### src/sv/llh_pkg.sv
// ----------------------------------------------------------------------------
// llh_pkg
// Shared widths, codes, state and command types for the log2 latency
// histogram, plus the leading-one search used for bucket selection.
// ----------------------------------------------------------------------------
package llh_pkg;

    // Field widths of the item channels
    localparam int REQ_W   = 2;
    localparam int PROC_W  = 22;
    localparam int SLOT_W  = 10;
    localparam int CALL_W  = 10;
    localparam int TIME_W  = 64;
    localparam int RIDX_W  = 5;
    localparam int BKT_W   = 5;
    localparam int COUNT_W = 64;

    // Leading-one index of a TIME_W word
    localparam int MSB_W = 6;

    // Configuration port
    localparam int APB_AW = 3;
    localparam int APB_DW = 32;

    // Request codes
    localparam logic [REQ_W-1:0] REQ_ENTRY = 2'd0;
    localparam logic [REQ_W-1:0] REQ_EXIT  = 2'd1;
    localparam logic [REQ_W-1:0] REQ_READ  = 2'd2;

    // Register indexes
    localparam logic REG_FILTER_PROCESS = 1'b0;
    localparam logic REG_FILTER_CALL    = 1'b1;

    localparam logic [CALL_W-1:0] FILTER_CALL_RESET = 10'd63;

    typedef enum logic [2:0] {
        ST_CLEAR,
        ST_IDLE,
        ST_LOOK,
        ST_BKT,
        ST_FIN
    } llh_state_t;

    // Controller to datapath
    typedef struct packed {
        logic clr_we;
        logic capture;
        logic diff_en;
        logic bkt_en;
        logic commit;
    } llh_cmd_t;

    // Datapath to controller
    typedef struct packed {
        logic clr_last;
        logic out_free;
    } llh_status_t;

    // floor(log2(value)); 0 and 1 both give 0
    function automatic logic [MSB_W-1:0] msb_index(input logic [TIME_W-1:0] value);
        logic [TIME_W-1:0] v;
        logic [MSB_W-1:0]  idx;
        v   = value;
        idx = '0;
        if (v[63:32] != '0)
        begin
            idx[5] = 1'b1;
            v      = v >> 32;
        end
        if (v[31:16] != '0)
        begin
            idx[4] = 1'b1;
            v      = v >> 16;
        end
        if (v[15:8] != '0)
        begin
            idx[3] = 1'b1;
            v      = v >> 8;
        end
        if (v[7:4] != '0)
        begin
            idx[2] = 1'b1;
            v      = v >> 4;
        end
        if (v[3:2] != '0)
        begin
            idx[1] = 1'b1;
            v      = v >> 2;
        end
        if (v[1])
        begin
            idx[0] = 1'b1;
        end
        return idx;
    endfunction

endpackage

### src/sv/llh_ctrl.sv
// ----------------------------------------------------------------------------
// llh_ctrl
// Sequencer: clear pass after reset, then one item at a time through
// capture, difference, bucket lookup and commit.
// ----------------------------------------------------------------------------
module llh_ctrl
    import llh_pkg::*;
(
    input  logic        clk,
    input  logic        rst_n,
    input  logic        in_valid,
    output logic        in_ready,
    input  llh_status_t status,
    output llh_cmd_t    cmd
);

    llh_state_t state_reg;
    llh_state_t state_next;

    // State register
    always_ff @(posedge clk or negedge rst_n)
    begin
        if (!rst_n)
        begin
            state_reg <= ST_CLEAR;
        end
        else
        begin
            state_reg <= state_next;
        end
    end

    // Next state and commands
    always_comb
    begin
        state_next = state_reg;
        cmd        = '0;
        in_ready   = 1'b0;
        unique case (state_reg)
            ST_CLEAR:
            begin
                cmd.clr_we = 1'b1;
                if (status.clr_last)
                begin
                    state_next = ST_IDLE;
                end
            end
            ST_IDLE:
            begin
                in_ready = 1'b1;
                if (in_valid)
                begin
                    cmd.capture = 1'b1;
                    state_next  = ST_LOOK;
                end
            end
            ST_LOOK:
            begin
                cmd.diff_en = 1'b1;
                state_next  = ST_BKT;
            end
            ST_BKT:
            begin
                cmd.bkt_en = 1'b1;
                state_next = ST_FIN;
            end
            ST_FIN:
            begin
                // hold until the output register can take the result
                if (status.out_free)
                begin
                    cmd.commit = 1'b1;
                    state_next = ST_IDLE;
                end
            end
            default:
            begin
                state_next = ST_IDLE;
            end
        endcase
    end

endmodule

### config.mk
export PLATFORM = sky130hd
export DESIGN_NAME = llh_ctrl
export DESIGN_NICKNAME = d
export VERILOG_FILES = /design/src/sv/llh_pkg.sv /design/src/sv/llh_ctrl.sv
export SDC_FILE = /design/constraint.sdc
export NUM_CORES = 1
export LEC_CHECK = 0
export ABC_AREA = 1
export BUFFER_PORTS_ARGS = -buffer_cell sky130_fd_sc_hd__buf_2
export CAP_MARGIN = 20
export CORE_AREA = 5 5 42 44
export DETAILED_ROUTE_END_ITERATION = 8
export DIE_AREA = 0 0 47 49
export GPL_TIMING_DRIVEN = 0
export PLACE_DENSITY = 0.38
export REMOVE_ABC_BUFFERS = 1
export SLEW_MARGIN = 20
export SYNTH_ARGS = -nofsm -noshare
export SYNTH_HDL_FRONTEND = slang
export SYNTH_SLANG_ARGS = --single-unit
### constraint.sdc
create_clock -name clk -period 1.3 [get_ports clk]
set_clock_uncertainty 0.15 [all_clocks]
set_input_delay 0.065 -clock clk [delete_from_list [all_inputs] [get_ports clk]]
set_output_delay 0.065 -clock clk [all_outputs]
set_load 0.01 [all_outputs]
# Yosys cells after proc, flatten, opt, wreduce, memory -nomap -nowiden
# Cells that the tools add are included.
[totals]
regBits = 3
[classes]
muxes = 12
reduce_logical = 2
n_eq_ne = 7
[ops]
columns = ["operator", "n"]
rows = [
  ["$pmux W3 S5", 1],
  ["$mux W3", 3],
  ["$mux W1", 8],
  ["$eq A3 B2 Y1 const B", 2],
  ["$ne A2 B2 Y1 const B", 3],
  ["$eq A3 B1 Y1 const B", 1],
  ["$eq A3 B3 Y1 const B", 1],
  ["$logic_not A3 Y1", 1],
  ["$reduce_and A3 Y1", 1],
]

# Longest topological paths before layout
# Gate-level depths: netlist (run 1).
[logic_depth]
word_depth = 3
mapped_depth = 6
ltp_nobuf = 6

# Least setup slack after synthesis (run 1)
# OpenSTA, ideal clock, no wires.
[synth_timing]
path_kind = "register to output"
start = "register state_reg[2]"
end = "output port cmd[0] (netlist bit)"
setup_slack_ps = 196
n_path_buf = 0
required_ps = 1085
stages_incl_launch_ff = 3
t_arrival_ps = 889
cell_sequence = "dfrtp_1 inv_1 nor4_1"
[synth_rtl]
columns = ["element", "line_no", "rtl"]
rows = [
  ["start, declared", "llh_ctrl.sv:17", "llh_state_t state_reg;"],
  ["start signal, assigned", "llh_ctrl.sv:29", "state_reg <= state_next;"],
  ["end, declared", "llh_ctrl.sv:14", "output llh_cmd_t cmd"],
]

==> results of run 1 <==
[power by group]
part | internal (mW) | total (mW) | switching (mW)
Sequential | 0.146 | 0.225 | 0.0797
Clock | 0.115 | 0.165 | 0.0495
Combinational | 0.234 | 0.505 | 0.271
Total | 0.495 | 0.895 | 0.400
[logic make-up (layout without fill, tap and decap cells)]
family          after synthesis  in the layout  share of synthesized area [%]
simple gates                 16             16                           40.6
buf+inv                       9             27                           16.9
flops                         3              3                           37.5
compound gates                2              2                           5.00
[worst max-delay path, delay by kind of cell, from the launching register on]
family        cells  cell delay (ns)
flops             1             0.44
buf+inv           1             0.13
simple gates      3             0.26
[worst min path at each step]
stage               slack, ns      endpoint  startpoint  depth (start not counted)
floorplan               -0.38  state_reg[0]       rst_n                          0
global placement        -0.29  state_reg[0]       rst_n                          1
detailed placement      -0.29  state_reg[0]       rst_n                          1
CTS                    0.0006  state_reg[1]       rst_n                          2
global route             0.02  state_reg[1]       rst_n                          2
finish                  0.004  state_reg[0]    in_valid                          4
[stage by stage]
stage | instance area (um2) | hold WS [ns] | setup WS, ns | TNS (ns) | std cells
final | 348 | 0.00424 | 0.0147 | 0 | 64
after global routing | 348 | 0.0171 | -0.0869 | -0.351 | 64
after CTS | 337 | 0.000591 | -0.00695 | -0.0133 | 64
after detailed placement | 270 | -0.286 | 0.138 | 0 | 56
after global placement | 270 | -0.286 | 0.118 | 0 | 56
after floorplan | 200 | -0.381 | 0.196 | 0 | 30
[final cells by class]
cell class,instances,area [um2],area share (%)
Multi-Input combinational cell,18,108,30.9
Timing Repair Buffer,14,82.6,23.7
Sequential cell,3,77.6,22.3
Inverter,9,33.8,9.71
Clock buffer,4,26.3,7.55
Tap cell,16,20.0,5.76
[Yosys cell counts]
master,instances,area [um2]
nand2_1,2,7.51
nor2_1,5,18.8
nor3_1,1,5.00
o21ai_0,2,10.0
dfrtp_1,3,75.1
nand3_1,4,20.0
inv_1,7,26.3
inv_2,2,7.51
nand4_1,1,6.26
nor2_4,1,11.3
nand2_2,1,6.26
nor4_1,1,6.26
[per-layer routing]
| layer | track usage (%) | vias up | wire (um) |
|---|---|---|---|
| met2 | 9.28 | 8 | 289 |
| li1 | - | 129 | - |
| met3 | 6.64 | 0 | 66 |
| met1 | 5.73 | 118 | 209 |
| met4 | 2.76 | 0 | 0 |
| met5 | 0 | - | 0 |
[timing repair]
| item | 4_1_cts | 5_1_grt |
|---|---|---|
| hold endpoints to repair | 3 | 0 |
| pin swaps | 2 | 4 |
| setup buffers | 3 | 0 |
| resized for setup | 4 | 3 |
| hold buffers | 1 | 0 |
| endpoints found under the setup margin | 5 | 8 |
==> summary.md, run 1 <==
| Metric | Value |
|---|---|
| Status | complete, no violations |
| Count of state elements after synthesis | 3 |
| Ratio of cells with drive above 1 in the final layout | 56.3% |
| Routed via count | ~260 |
| Source of the critical timing path | state_reg[2] |
| Max reg flops | 3 |
| Reg-to-reg startpoint | state_reg[0] |
| Path type of the worst min-delay path | in -> reg |
| Total power density per cell area | 2570 mW/mm2 |
| Antenna cells | 0 |
| Number of fillers in the final layout | 168 |
| FF-to-FF path depth | 5 |
| Via count of the first global-routing pass | 263 |
| Leakage component of the power | 0.196 nW |
| Length of the first detailed-routing pass in iterations | 4 |
| Number of antenna violations at the first check in global routing | 0 |
| Cell type of the slowest stage on the worst timing path | dfrtp_2 |
| Sum of net half-perimeters after detailed placement | about 400 um |
| Io pins | 11 |
| Post-CTS clock slew at the launch and capture registers of the worst setup and hold paths | 0.04 ns |
| Number of buffers created by CTS | 3 |
| Post-Syn Instances | 30 |
| Initial drt markers | 3 |
| Clock tree root buffer cell | clkbuf_4 |
| Largest fanout on the critical path | 4 |
| Wire length of the first global-routing pass | between 900 and 1000 um |
| Highest achievable clock rate | a little under 0.8 GHz |
| Number of clock sinks seen by CTS | 3 |
| Worst IR Drop VDD | ~0.00071 V |
| Average cell area after synthesis | ~6.7 um2 |
| Final setup violation count | 0 |
| Mapped cell area | around 200 um2 |
| Relative slew slack | between 80% and 90% |
| End of the worst register-to-register path | state_reg[0] |
| Die Span X | 47 um |
| R2r setup slk | around 0.07 ns |
| Syn-to-layout area delta | 73.8% |
| Clock latency on the worst-skew pair | 0.23 ns |
| Most used cells in the layout excluding fill and tap cells | buf_2, inv_1, nor2_1, nand3_1 |
| Input/output buffers | 10 |
| Clock H-tree levels | 1 |
| Yosys warning total | 0 |
| Critical setup path kind | reg -> out |
| Share of the cycle needed by the critical path after routing | just under 100% |
| Sequential-to-total area share from yosys stat | 37.5% |
| Util after Layout | 24.8% |
| Per-cell via count in the routed design | roughly 4.0 |
| Final Critical Period | about 1.3 ns |
| Starting Density | roughly 14% |
| Final net count | 54 |
| Power consumption | about 0.9 mW |
| Count of final hold-check violations | 0 |
| Total wirelength of the detailed-routed design | ~570 um |
| Slew of the pin with the lowest slew margin | between 0.2 and 0.25 ns |
| DRC violations left | 0 |
| Kind of start point of the critical path | flop |
| CTS tree | yes |
| Maximum number of buffers from clock root to sink | 2 |
| Number of different library cells in the post-synthesis netlist | 12 |
| Average wire length per cell after detail routing | a little under 9 um |
| Number of max-cap violations | 0 |
| Endpoint type of the worst setup path | output pin |
| Termination of the worst setup path | cmd[3] |
| Delay of the slowest critical-path stage | 0.44 ns |
| Die area | roughly 0.0023 mm2 |
| Count of nets left with antenna violations after detail routing | 0 |
| Arrival @ worst endpoint | roughly 1.1 ns |
| Unrepaired setup endpoints after global routing | yes |
| Row Count | 14 |
| Cells along the critical path | nor2_4, nand2_2, nor2_1, buf_2 |
| Largest net degree at the start of global routing | 6 |
| Gr usage total | 6.41% |
| Max-slew violation total from the final report | 0 |
| Worst endpoint required time | 1.09 ns |
| Most frequent standard cell in the layout excluding fill and tap cells | buf_2 |
| Die Ht | 49 um |
| Placer's final routability congestion estimate | roughly 0.64 |
| Core Box Area | about 0.0014 mm2 |
| Residual overflow from global routing | 0 |
Note: power is estimated with default switching activity, not from simulation.
==> inputs of run 2 (changes only) <==
Settings changed: SETUP_SLACK_MARGIN set to 0.05.
==> run 2 against run 1 <==
Effect of this change: sequential power barely moved; register-to-register slack got worse by 0.03 ns; critical endpoint unchanged; sequential cell count did not move; via count rose by 5.1%; hold slack improved by 0.0027 ns; critical path depth did not move; sequential share of layout area fell by 1.9 points; cell count rose by 4.7%; the run now ends with negative setup slack left; clock power barely moved; wire length rose by 4.1%; core utilization rose by 2.8 points.
==> summary.md, run 2 (synthesized netlist as in run 1, its figures left out) <==
| Metric | Value |
|---|---|
| Gr usage total | 6.48% (was 6.41%) |
| Final setup violation count | 1 (was 0) |
| Multi-input combinational cell area | 120 um2 (was 108 um2) |
| Worst IR Drop VDD | 0.000743 V (was 0.000713 V) |
| Number of max-cap violations | 0 (unchanged) |
| Maximum number of buffers from clock root to sink | 2 (unchanged) |
| Internal power | 0.553 mW (was 0.495 mW) |
| Row Count | 14 (unchanged) |
| Largest net degree at the start of global routing | 6 (unchanged) |
| Antenna cells | 0 (unchanged) |
| Highest achievable clock rate | 0.762 GHz (was 0.778 GHz) |
| Switching Power | 0.424 mW (was 0.400 mW) |
| Clock latency on the worst-skew pair | 0.23 ns (about the same) |
| Final Critical Period | 1.31 ns (was 1.29 ns) |
| Max reg flops | 3 (unchanged) |
| Clock network power share | 16.9% (was 18.4%) |
| Die Ht | 49 um (unchanged) |
| Register area | 78.8 um2 (was 77.6 um2) |
| Total power density per cell area | 2530 mW/mm2 (was 2570 mW/mm2) |
| Number of cells after detailed placement | 56 (unchanged) |
| Switching part of the total | 43.4% (was 44.7%) |
| Per-cell via count in the routed design | 4.00 (was 3.98) |
| Worst endpoint required time | 1.09 ns (about the same) |
| Count of final hold-check violations | 0 (unchanged) |
| Ratio of cells with drive above 1 in the final layout | 64.7% (was 56.3%) |
| Global route hottest layer | met2 (unchanged) |
| Fin worst setup slack | -0.0125 ns (was 0.0147 ns) |
| CTS tree | yes (unchanged) |
| Number of antenna violations at the first check in global routing | 0 (unchanged) |
| Fraction of power consumed by sequential logic | 23.2% (was 25.2%) |
| Syn-to-layout area delta | 93.1% (was 73.8%) |
| Critical setup path kind | reg -> out (unchanged) |
| Clock tree root buffer cell | clkbuf_4 (unchanged) |
| Status | finished, violations left (was complete, no violations) |
| Relative slew slack | 88.7% (was 83.5%) |
| Power consumption | 0.976 mW (was 0.895 mW) |
| Path type of the worst min-delay path | in -> async (was in -> reg) |
| Total wirelength of the detailed-routed design | 588 um (was 565 um) |
| Share of the cycle needed by the critical path after routing | 101% (was 98.9%) |
| Leakage component of the power | 0.215 nW (was 0.196 nW) |
| Endpoint type of the worst setup path | output pin (unchanged) |
| Met2 capacity usage during global routing | 9.50% (was 9.28%) |
| Met1 Resource Use GR | 5.73% (unchanged) |
| Number of buffers created by CTS | 3 (unchanged) |
| Sum of net half-perimeters after detailed placement | 402 um (unchanged) |
| Max-slew violation total from the final report | 0 (unchanged) |
| Violations in the final reports | negative setup slack |
| Slew of the pin with the lowest slew margin | 0.168 ns (was 0.247 ns) |
| Clock H-tree levels | 1 (unchanged) |
| Routed via count | 268 (was 255) |
| Io pins | 11 (unchanged) |
| Arrival @ worst endpoint | 1.10 ns (was 1.07 ns) |
| Average wire length per cell after detail routing | 8.78 um (was 8.83 um) |
| Most frequent standard cell in the layout excluding fill and tap cells | buf_2 (unchanged) |
| Comb power frac | 59.9% (was 56.4%) |
| Count of nets left with antenna violations after detail routing | 0 (unchanged) |
| Length of the first detailed-routing pass in iterations | 1 (was 4) |
| Number of fillers in the final layout | 165 (was 168) |
| Most used cells in the layout excluding fill and tap cells | buf_2, inv_1, buf_4 (was buf_2, inv_1, nor2_1, nand3_1) |
| Via count of the first global-routing pass | 269 (was 263) |
| Die Span X | 47 um (unchanged) |
| Die area | 0.00230 mm2 (unchanged) |
| Core Box Area | 0.00140 mm2 (unchanged) |
| Number of clock sinks seen by CTS | 3 (unchanged) |
| Wire length of the first global-routing pass | 1010 um (was 993 um) |
| Kind of start point of the critical path | flop (unchanged) |
| Starting Density | 14.3% (unchanged) |
| Final net count | 57 (was 54) |
| Input/output buffers | 10 (unchanged) |
| Met3 global-route usage | 6.64% (unchanged) |
| Hold Slack | 0.00696 ns (was 0.00424 ns) |
| Unrepaired setup endpoints after global routing | yes (unchanged) |
| Placer's final routability congestion estimate | 0.641 (unchanged) |
| Residual overflow from global routing | 0 (unchanged) |
| Post-CTS clock slew at the launch and capture registers of the worst setup and hold paths | 0.04 ns (about the same) |
| Util after Layout | 27.6% (was 24.8%) |
| Non-filler instance count after layout | 67 (was 64) |
| Initial drt markers | 0 (was 3) |
| DRC violations left | 0 (unchanged) |
| Largest fanout on the critical path | 4 (unchanged) |
==> run 2: changes by cell type in the layout (fill, tap and decap cells not counted), sizes merged <==
cell	before	now
buf	13	15
dlygate4sd3	1	2
==> run 2: final cells by class <==
cell class              count  area share, %
well taps                  16           5.18
inverters                   9           8.74
repair buffers             17           27.8
multi-input cells          18           31.1
flip-flops and latches      3           20.4
clock buffers               4           6.80
==> run 2: metrics by stage <==
step                      setup WS [ns]  TNS (ns)  cell area (um2)
after global routing             -0.103    -0.394              387
after detailed placement          0.138         0              270
final                           -0.0125   -0.0125              387
after global placement            0.118         0              270
after CTS                      -0.00631  -0.00718              344
after floorplan                   0.196         0              200
==> run 2: final timing paths <==
check	slack, ns	to	startpoint	depth (start not counted)
setup / recovery	-0.01	cmd[3]	state_reg[2]	4
hold / removal	0.007	state_reg[2]	rst_n	2
setup reg to reg	0.04	state_reg[0]	state_reg[2]	6
hold reg to reg	0.51	state_reg[0]	state_reg[1]	3
max in group asynchronous	0.87	state_reg[0]	rst_n	2
min in group clk	0.08	state_reg[2]	status[0]	4
==> run 2: power by group through the flow <==
stage / sequential [mW] / combinational [mW] / clock, mW
after CTS: 0.217 / 0.521 / 0.176
after global placement: 0.214 / 0.403 / 0
after floorplan: 0.194 / 0.284 / 0
final: 0.226 / 0.585 / 0.165
after detailed placement: 0.210 / 0.400 / 0
after global routing: 0.236 / 0.666 / 0.191
==> run 2: critical path: stages, from the launching register on <==
cell and delay [ns]:
dfrtp_2 0.44, nor2_4 0.13, nand2_2 0.06, nor2_1 0.10, buf_2 0.14
==> run 2: routing by layer <==
layer / wire [um] / part of all wire [%]
met5: 0 / 0
met1: 206 / 35
met4: 0 / 0
met3: 66 / 11
met2: 314 / 53
==> run 2: timing repair <==
| item | 4_1_cts | 5_1_grt |
|---|---|---|
| pin swaps | 2 | 6 |
| hold buffers | 1 | 1 |
| setup endpoints to repair | 5 | 9 |
| hold endpoints to repair | 3 | 1 |
| setup buffers | 4 | 1 |
| resized for setup | 4 | 7 |
